==> src/hdl/vvfc_pkg.sv <==
// ----------------------------------------------------------------------------
// Voxel face culling package
// Shared widths, register indexes, state and row-select types, and the
// command and status bundles between the controller and the datapath.
// ----------------------------------------------------------------------------
package vvfc_pkg;

    // Default grid edge length in voxels.
    localparam int MAX_DIM_DEFAULT = 64;

    // Field widths.
    localparam int COORD_W     = 6;
    localparam int SIZE_W      = 7;
    localparam int CFG_IDX_W   = 2;
    localparam int IN_TDATA_W  = 24;
    localparam int OUT_TDATA_W = 8;
    localparam int FACE_W      = 6;

    // World extent after reset.
    localparam logic [SIZE_W-1:0] SIZE_RESET = 7'd64;

    // Configuration register indexes.
    localparam logic [CFG_IDX_W-1:0] REG_SIZE_X = 2'd0;
    localparam logic [CFG_IDX_W-1:0] REG_SIZE_Y = 2'd1;
    localparam logic [CFG_IDX_W-1:0] REG_SIZE_Z = 2'd2;

    // Face bit positions in the mask.
    localparam int FACE_PX = 0;
    localparam int FACE_MX = 1;
    localparam int FACE_PY = 2;
    localparam int FACE_MY = 3;
    localparam int FACE_PZ = 4;
    localparam int FACE_MZ = 5;

    // Query row sequence: the center row, then the four neighbor rows.
    localparam int            STEP_W    = 3;
    localparam logic [STEP_W-1:0] NUM_ROWS = 3'd5;

    typedef enum logic [2:0] {
        ROW_CENTER = 3'd0,
        ROW_YP     = 3'd1,
        ROW_YM     = 3'd2,
        ROW_ZP     = 3'd3,
        ROW_ZM     = 3'd4
    } t_row_sel;

    typedef enum logic [2:0] {
        ST_CLEAR,
        ST_IDLE,
        ST_WR_READ,
        ST_WR_WRITE,
        ST_Q_CHECK,
        ST_Q_READ,
        ST_DONE
    } t_state;

    // Controller to datapath.
    typedef struct packed {
        logic     clear_we;
        logic     load_item;
        logic     rd_issue;
        t_row_sel rd_sel;
        logic     consume;
        logic     wr_back;
        logic     load_result;
    } t_dp_cmd;

    // Datapath to controller.
    typedef struct packed {
        logic clear_done;
        logic write_ok;
        logic out_of_range;
        logic out_free;
    } t_dp_status;

endpackage

==> src/hdl/vvfc_ctrl.sv <==
// ----------------------------------------------------------------------------
// Voxel face culling controller
// Sequences the reset clearing pass, occupancy writes (read-modify-write of
// one grid row) and queries (five row reads), and hands results to the
// output register.
// ----------------------------------------------------------------------------
module vvfc_ctrl
    import vvfc_pkg::*;
(
    input  logic       i_clk,
    input  logic       i_rst_n,
    input  logic       i_valid,
    input  logic       i_query,
    output logic       o_ready,
    input  t_dp_status i_status,
    output t_dp_cmd    o_cmd
);

    t_state            r_state, n_state;
    logic [STEP_W-1:0] r_step, n_step;

    // State and step registers.
    always_ff @(posedge i_clk) begin
        if (!i_rst_n) begin
            r_state <= ST_CLEAR;
            r_step  <= '0;
        end else begin
            r_state <= n_state;
            r_step  <= n_step;
        end
    end

    // Next-state logic.
    always_comb begin
        n_state = r_state;
        n_step  = r_step;
        unique case (r_state)
            ST_CLEAR: begin
                if (i_status.clear_done) n_state = ST_IDLE;
            end
            ST_IDLE: begin
                if (i_valid) n_state = i_query ? ST_Q_CHECK : ST_WR_READ;
            end
            ST_WR_READ: begin
                n_state = i_status.write_ok ? ST_WR_WRITE : ST_IDLE;
            end
            ST_WR_WRITE: begin
                n_state = ST_IDLE;
            end
            ST_Q_CHECK: begin
                n_step = '0;
                n_state = i_status.out_of_range ? ST_DONE : ST_Q_READ;
            end
            ST_Q_READ: begin
                if (r_step == NUM_ROWS) begin
                    n_state = ST_DONE;
                end else begin
                    n_step = r_step + 1'b1;
                end
            end
            ST_DONE: begin
                if (i_status.out_free) n_state = ST_IDLE;
            end
            default: n_state = ST_CLEAR;
        endcase
    end

    // Output decode: commands to the datapath and the input ready.
    always_comb begin
        o_cmd   = '0;
        o_ready = 1'b0;
        o_cmd.rd_sel = ROW_CENTER;
        unique case (r_state)
            ST_CLEAR: begin
                o_cmd.clear_we = 1'b1;
            end
            ST_IDLE: begin
                o_ready         = 1'b1;
                o_cmd.load_item = i_valid;
            end
            ST_WR_READ: begin
                o_cmd.rd_issue = i_status.write_ok;
            end
            ST_WR_WRITE: begin
                o_cmd.wr_back = 1'b1;
            end
            ST_Q_CHECK: begin
            end
            ST_Q_READ: begin
                o_cmd.rd_issue = (r_step < NUM_ROWS);
                o_cmd.consume  = (r_step != '0);
                case (r_step)
                    3'd1:    o_cmd.rd_sel = ROW_YP;
                    3'd2:    o_cmd.rd_sel = ROW_YM;
                    3'd3:    o_cmd.rd_sel = ROW_ZP;
                    3'd4:    o_cmd.rd_sel = ROW_ZM;
                    default: o_cmd.rd_sel = ROW_CENTER;
                endcase
            end
            ST_DONE: begin
                o_cmd.load_result = i_status.out_free;
            end
            default: begin
            end
        endcase
    end

endmodule

==> config.mk <==
export PLATFORM = sky130hd
export DESIGN_NAME = vvfc_ctrl
export DESIGN_NICKNAME = d
export VERILOG_FILES = /design/src/hdl/vvfc_pkg.sv /design/src/hdl/vvfc_ctrl.sv
export SDC_FILE = /design/constraint.sdc
export NUM_CORES = 1
export LEC_CHECK = 0
export ABC_AREA = 1
export BUFFER_PORTS_ARGS = -buffer_cell sky130_fd_sc_hd__buf_2
export CORE_MARGIN = 5
export CORE_UTILIZATION = 35
export CTS_BUF_LIST = sky130_fd_sc_hd__clkbuf_16
export DETAILED_ROUTE_END_ITERATION = 7
export PLACE_DENSITY = 0.65
export SLEW_MARGIN = 15
export SYNTH_ARGS = -nofsm -noshare
export SYNTH_HDL_FRONTEND = slang
export SYNTH_SLANG_ARGS = --single-unit
==> constraint.sdc <==
create_clock -name i_clk -period 2.1 [get_ports i_clk]
set_input_delay 0.105 -clock i_clk [delete_from_list [all_inputs] [get_ports i_clk]]
set_output_delay 0.105 -clock i_clk [all_outputs]
set_load 0.02 [all_outputs]
# After elaboration in Yosys (flattened, before gate mapping)
# Cells that the tools add are included.
dict set report totals {
  elab_cells 43
  out_inout_bits 10
  inputBits 8
  register_bits 6
}
dict set report op_classes {
  n_eq_ne 16
  n_reduce_logical 5
  add_sub_neg 1
  muxes 18
  n_lt_le_gt_ge 1
}
# operator count
set op_table {}
lappend op_table {{one-hot mux 3 bit (7 select lines)} 1}
lappend op_table {{2-to-1 mux 3 bit} 6}
lappend op_table {{equality test 3 bit (second input constant)} 5}
lappend op_table {{equality test 3 x 2 -> 1 bit (second input constant)} 4}
lappend op_table {{one-hot mux 3 bit (4 select lines)} 1}
lappend op_table {{inequality test 2 bit (second input constant)} 5}
lappend op_table {{equality test 3 x 1 -> 1 bit (second input constant)} 2}
lappend op_table {{one-hot mux 3 bit (2 select lines)} 1}
lappend op_table {{2-to-1 mux 1 bit} 5}
lappend op_table {{2-to-1 mux 2 bit} 2}
lappend op_table {{2-to-1 mux 4 bit} 1}
lappend op_table {{AND reduction 4 bit} 1}
lappend op_table {{adder 3 x 1 -> 3 bit (second input constant)} 1}
lappend op_table {{zero test 3 bit} 1}
lappend op_table {{< comparator 3 bit (second input constant)} 1}
lappend op_table {{nonzero test 3 bit} 1}
lappend op_table {{one-hot mux 1 bit (2 select lines)} 1}
lappend op_table {{AND reduction 2 bit} 1}
lappend op_table {{nonzero test 2 bit} 1}

# Longest topological paths before layout
# Gate-level depths: netlist of the first run.
dict set report logic_depth {
  word_depth 3
  mapped_depth 9
  ltp_nobuf 9
}

# Worst setup path before layout of the first run
# Ideal clock, no wire load.
dict set report synth_timing {
  path_kind {register to output}
  from {reg r_state[1]}
  to {out o_cmd[6] (netlist name)}
  required_time_ps 1995
  t_arrival_ps 1132
  path_slack_ps 863
  n_path_buf 1
  path_stages_with_launch 7
  cell_sequence {dfxtp_1 -> buf_6 -> inv_4 -> nand3_2 -> inv_1 -> nand2_1 -> o211ai_1}
}
# element line_no
set synth_rtl {}
lappend synth_rtl {{from (decl)} vvfc_ctrl.sv:19} ;# t_state r_state, n_state;
lappend synth_rtl {{from (signal assigned)} vvfc_ctrl.sv:28} ;# r_state <= n_state;
lappend synth_rtl {{to (decl)} vvfc_ctrl.sv:16} ;# output t_dp_cmd o_cmd

==> flow_summary.yaml, run 1 <==
run_status:
  status: "finished, final reports clean"
logic_synthesis:
  synth_edf_count: 0
  synth_area_um2: 598
  ys_seq_elements: 6
  yosys_warnings: 0
  synthDistinctLibCells: 24
  async_reset_ff_share_pct: 0
  syn_inst: 86
  syn_area_per_cell_um2: 6.95
  synth_flop_cell: "dfxtp_1"
  syn-num-nets: 99
  yosysSeqAreaShare_pct: 20.1
clock_tree:
  cts-hold-fix-buffers: 0
  clockBufferDepth: 2
  clkTransAtPathRegs_ns: 0.03
  cts_tree: "built"
  post-cts-setup-buffer-count: 0
  cts.root.buffer_cell: "clkbuf_16"
  insertion_delay_ns: 0.23
  htreeDepth: 1
  cts.sinks: 6
  cts-resized-gates: 0
  cts_buffers: 3
timing:
  relSlewSlack_pct: 68.7
  setup_viol: 0
  fin_crit_sh_pct: 78.1
  drv_slew: 0
  grt_setup_unrepaired: "no"
  fmax_mhz: 610
  min_period_ns: 1.64
  finalHoldViolCount: 0
  fin_worst_skew_ns: 0.00150
  setup_tns_ns: 0
  whs_ns: 0.165
  worst_pin_slew_ns: 0.470
drt:
  vias: 589
  drcViolationCount: 0
  drt-initial-drc-count: 10
  via_per_inst: 4.87
  wl_per_cell_um: 10.3
  wirelength_um: 1240
  first_pass_iters: 4
  ant_nets: 0
floorplan:
  die_area_um2: 2640
  core_region_area_um2: 1670
  fp.dieW_um: 51.3
  die_h_um: 51.3
  start_util_pct: 35.8
  ios: 18
  rows: 15
grt:
  track_usage_pct: 10.5
  grt_pass1_vias: 544
  grt_max_degree: 11
  antenna_found_initial: 0
  globalRouteOverflowTotal: 0
  grt_pass1_wl_um: 2130
power:
  comb_power_share_pct: 47.3
  p_per_area_nw_per_um2: 1380
  p_total_uw: 1050
  leakage_uw: 0.000403
  p_sw_uw: 461
  internal_power_uw: 584
  max-vdd-ir-drop_uv: 571
  seqPwrFrac_pct: 23.4
  clkPwrFrac_pct: 29.3
  power_switching_share_pct: 44.1
worst_setup_path:
  critPathKind: "reg -> out"
  crit_buf_inv: 2
  crit_required_ns: 2.00
  cp_max_fo: 10
  reg2reg_depth: 8
  cp-end-kind: "primary output"
  path_cells: "nand3_2 -> inv_1 -> nand2_1 -> o211ai_1 -> buf_2"
  cp-start-kind: "register"
  crit_cells: 5
  cpMaxStageDelayCell: "dfxtp_1"
  crit_arrival_ns: 1.54
  cp_slowest_stage_delay_ns: 0.56
  cp_top_family: "flip-flops"
hold_path:
  hold_path_class: "in -> reg"
  worstHoldPathCells: 3
cells_and_area:
  drive_above_1_share_pct: 34.6
  fill_cells: 179
  register_area_um2: 120
  fin_area_um2: 757
  diodes: 0
  final_nets: 119
  multi_input_area_um2: 385
  areaGrowthSynthToFinish_pct: 26.6
placed_design:
  dpl.hpwl_um: 1050
  gp_congestion: 0.824
  io_buffer_count: 17
  placed_cell_area_um2: 682
flow_run:
  drv_cap: 0
[cells in the mapped netlist (2+ instances only)]
cell type | count | area (um^2)
nor2_2 | 2 | 12.5
dfxtp_1 | 6 | 120
nand4_1 | 2 | 12.5
ha_1 | 5 | 62.6
buf_6 | 2 | 22.5
a21oi_1 | 4 | 20.0
o21ai_0 | 4 | 20.0
nand2_2 | 4 | 25.0
inv_1 | 14 | 52.6
nand3_1 | 4 | 20.0
nand3_2 | 2 | 20.0
nor2_1 | 10 | 37.5
o21ai_1 | 5 | 25.0
inv_2 | 3 | 11.3
nor3_1 | 2 | 10.0
o211ai_1 | 2 | 15.0
nand2_1 | 8 | 30.0
[placed cells by master (no fill, tap or decap)]
cell type,instances
buf_2,17
inv_1,14
nor2_1,10
nand2_1,8
dfxtp_1,6
o21ai_1,5
ha_1,5
o21ai_0,4
a21oi_1,4
nand3_1,4
nand2_2,4
inv_2,3
clkbuf_16,3
nand3_2,2
nor3_1,2
nor2_2,2
nand4_1,2
o211ai_1,2
inv_4,1
a22oi_1,1
nor2_8,1
nand3_4,1
a21oi_2,1
nand2_4,1
o211a_1,1
[worst reg2reg max path, delay by kind of cell (launching register included)]
kind / cells / cell delay (ns)
and+or+nand+nor: 5 / 0.43
DFF: 1 / 0.40
adders and majority gates: 1 / 0.20
buffers and inverters: 1 / 0.11
AOI/OAI and AO/OA: 1 / 0.11
[per-stage QoR]
stage	utilization [%]	setup slack [ns]	std cells
6_report	45.3	0.460	121
5_1_grt	45.3	0.298	121
4_1_cts	45.3	0.447	121
3_5_place_dp	40.8	0.692	118
3_3_place_gp	40.8	0.735	118
2_1_floorplan	-	0.863	86
[flip-flops by register name (all words and copies together) (netlist names)]
signal	flops
r_step	3
r_state	3
[cell type report]
class	instances	share of cell area [%]
Multi-Input combinational cell	60	50.9
Sequential cell	6	15.9
Timing Repair Buffer	17	11.2
Clock buffer	3	9.92
Inverter	18	9.26
Tap cell	17	2.81
[power by group through the flow]
| stage | Combinational (uW) | Clock (uW) | Sequential [uW] |
|---|---|---|---|
| 2_1_floorplan | 471 | 0 | 189 |
| 3_3_place_gp | 499 | 0 | 245 |
| 3_5_place_dp | 502 | 0 | 246 |
| 4_1_cts | 504 | 312 | 245 |
| 5_1_grt | 561 | 320 | 255 |
| 6_report | 494 | 306 | 245 |
[cells by family after synthesis]
group | share of synthesized area, %
adder cells (fa/ha/maj) | 10.5
buffers and inverters | 15.5
AND/OR/NAND/NOR | 36.2
AO/OA/AOI/OAI | 17.8
flip-flops | 20.1
[layer usage]
| layer | global-route usage [%] | up-vias | share of wire (%) |
|---|---|---|---|
| met2 | 18.9 | 16 | 47 |
| met1 | 11.5 | 256 | 45 |
| met5 | 0 | - | 0 |
| met3 | 4.96 | 0 | 8.0 |
| li1 | - | 317 | - |
| met4 | 1.31 | 0 | 0 |
[worst paths after layout]
| check | startpoint | to | slack (ns) |
|---|---|---|---|
| setup reg to reg | r_step[1] | r_state[1] | 0.74 |
| hold / removal | i_rst_n | r_state[2] | 0.16 |
| hold reg to reg | r_step[2] | r_step[2] | 0.53 |
| setup / recovery | r_state[2] | o_cmd[6] | 0.46 |
Note: power is estimated with default switching activity, not from simulation.
==> run 2: changes to the inputs <==
Settings changed: ABC_AREA 1 to 0, PLACE_DENSITY 0.65 to 0.66.
Clock period 2.1 ns to 1.7 ns, I/O delays scaled along.
==> flow_summary.yaml, run 2 <==
cells_and_area:
  reg.largest.list: "r_state: 3 flops, r_step: 3 flops"
  areaGrowthSynthToFinish_pct: 31.6
  layout_commonest_cell: "buf_2"
  layout_common_cells: "17 x buf_2, 7 x nand2_1, 7 x nor2_1"
  fill_cells: 155
  diodes: 0
  register_area_um2: 123
  final_nets: 100
  multi_input_area_um2: 352
  fin_area_um2: 688
  final_util_pct: 47.3
  drive_above_1_share_pct: 32.9
drt:
  first_pass_iters: 3
  drt-initial-drc-count: 3
  wirelength_um: 1170
  vias: 514
  wl_per_cell_um: 11.6
  drcViolationCount: 0
  ant_nets: 0
  via_per_inst: 5.09
timing:
  grt_setup_unrepaired: "yes"
  finalHoldViolCount: 0
  relSlewSlack_pct: 79.1
  min_period_ns: 1.57
  worst_pin_slew_ns: 0.312
  setup_viol: 0
  fin_worst_skew_ns: 0.000247
  whs_ns: 0.143
  fmax_mhz: 638
  fin_crit_sh_pct: 92.1
  setup_tns_ns: 0
  drv_slew: 0
  fin_ws_ns: 0.134
worst_setup_path:
  crit_required_ns: 1.62
  crit_buf_inv: 1
  cp_max_fo: 5
  crit_arrival_ns: 1.48
  cp_slowest_stage_delay_ns: 0.36
  cp-start-kind: "register"
  cp-end-kind: "primary output"
  cp_top_family: "flip-flops"
  critPathKind: "reg -> out"
  path_cells: "ha_2 -> ha_1 -> nand2_1 -> a221oi_1 -> buf_2"
  cpMaxStageDelayCell: "dfxtp_2"
clock_tree:
  htreeDepth: 1
  cts.root.buffer_cell: "clkbuf_16"
  cts.sinks: 6
  cts-resized-gates: 0
  cts_tree: "built"
  clockBufferDepth: 2
  cts-hold-fix-buffers: 0
  insertion_delay_ns: 0.22
  cts_buffers: 3
  post-cts-setup-buffer-count: 0
  clkTransAtPathRegs_ns: 0.03
floorplan:
  die_area_um2: 2370
  ios: 18
  fp.dieW_um: 48.7
  core_region_area_um2: 1450
  rows: 14
  start_util_pct: 36.0
  die_h_um: 48.7
placed_design:
  gp_congestion: 0.770
  io_buffer_count: 17
  placed_cell_area_um2: 608
  dpl.hpwl_um: 919
  place_ws_ns: 0.114
power:
  leakage_uw: 0.000333
  max-vdd-ir-drop_uv: 537
  p_per_area_nw_per_um2: 964
logic_synthesis:
  syn-num-nets: 80
  yosys_warnings: 0
  synth_flop_cell: "dfxtp_1"
  async_reset_ff_share_pct: 0
  synthTopCellsByCount: "7 x nand2_1, 7 x nor2_1, 6 x dfxtp_1, 5 x ha_1, 4 x inv_1"
  synthDistinctLibCells: 30
  synth_area_um2: 523
  netlist.top_cell.by_area: "dfxtp_1"
  synth_top_area_share_pct: 23.0
  syn_inst: 67
  yosysSeqAreaShare_pct: 23.0
  ys_seq_elements: 6
  synth_area_leaders: "dfxtp_1 23%, ha_1 12%, nand2_1 5.0%, nor2_1 5.0%, buf_6 4.3%"
  synth_edf_count: 0
  syn_area_per_cell_um2: 7.81
grt:
  globalRouteOverflowTotal: 0
  antenna_found_initial: 0
  grt_pass1_wl_um: 2020
  grt_pass1_vias: 460
  grt_max_degree: 12
  track_usage_pct: 10.8
hold_path:
  hold_path_class: "in -> reg"
run_status:
  status: "finished, final reports clean"
flow_run:
  drv_cap: 0
## run 2: report_power, final
group	internal, uW	switching (uW)	total, uW	leakage, uW
Combinational	55.7	67.7	123	0.000246
Clock	301	70.7	372	0.0000370
Sequential	151	17.6	168	0.0000498
Total	507	156	663	0.000333
## run 2: area by class of cell
type / instances / area share, %
multi-input cells: 52 / 51.1
flip-flops and latches: 6 / 17.8
clock buffers: 3 / 10.9
well taps: 16 / 2.91
repair buffers: 19 / 14.5
inverters: 5 / 2.73
## run 2: path summary, 6_finish.rpt
path | startpoint | to | slack, ns | depth (start not counted)
worst max-delay path | r_step[0] | o_cmd[3] | 0.13 | 5
worst max register to register | r_step[1] | r_step[0] | 0.14 | 5
worst min-delay path | i_rst_n | r_state[1] | 0.14 | 2
worst min register to register | r_step[0] | r_step[0] | 0.51 | 2
## run 2: kinds of logic after synthesis
logic type	count (synthesis)	synth area share [%]
adders and majority gates	5	12.0
DFF	6	23.0
muxes	2	3.83
and+or+nand+nor	32	32.3
AOI/OAI and AO/OA	13	18.7
buffers and inverters	9	10.3
## run 2: metal layers
layer / GRT usage [%] / routed length [um]
met1: 13.0 / 551
met2: 14.8 / 507
met3: 4.60 / 80
met4: 8.07 / 34
met5: 0 / 0
## run 2: stage by stage
step                power, uW  std cells
finish                    663        101
detailed placement        293         98
CTS                       672        101
floorplan                 261         67
global placement          292         98
global route              699        101
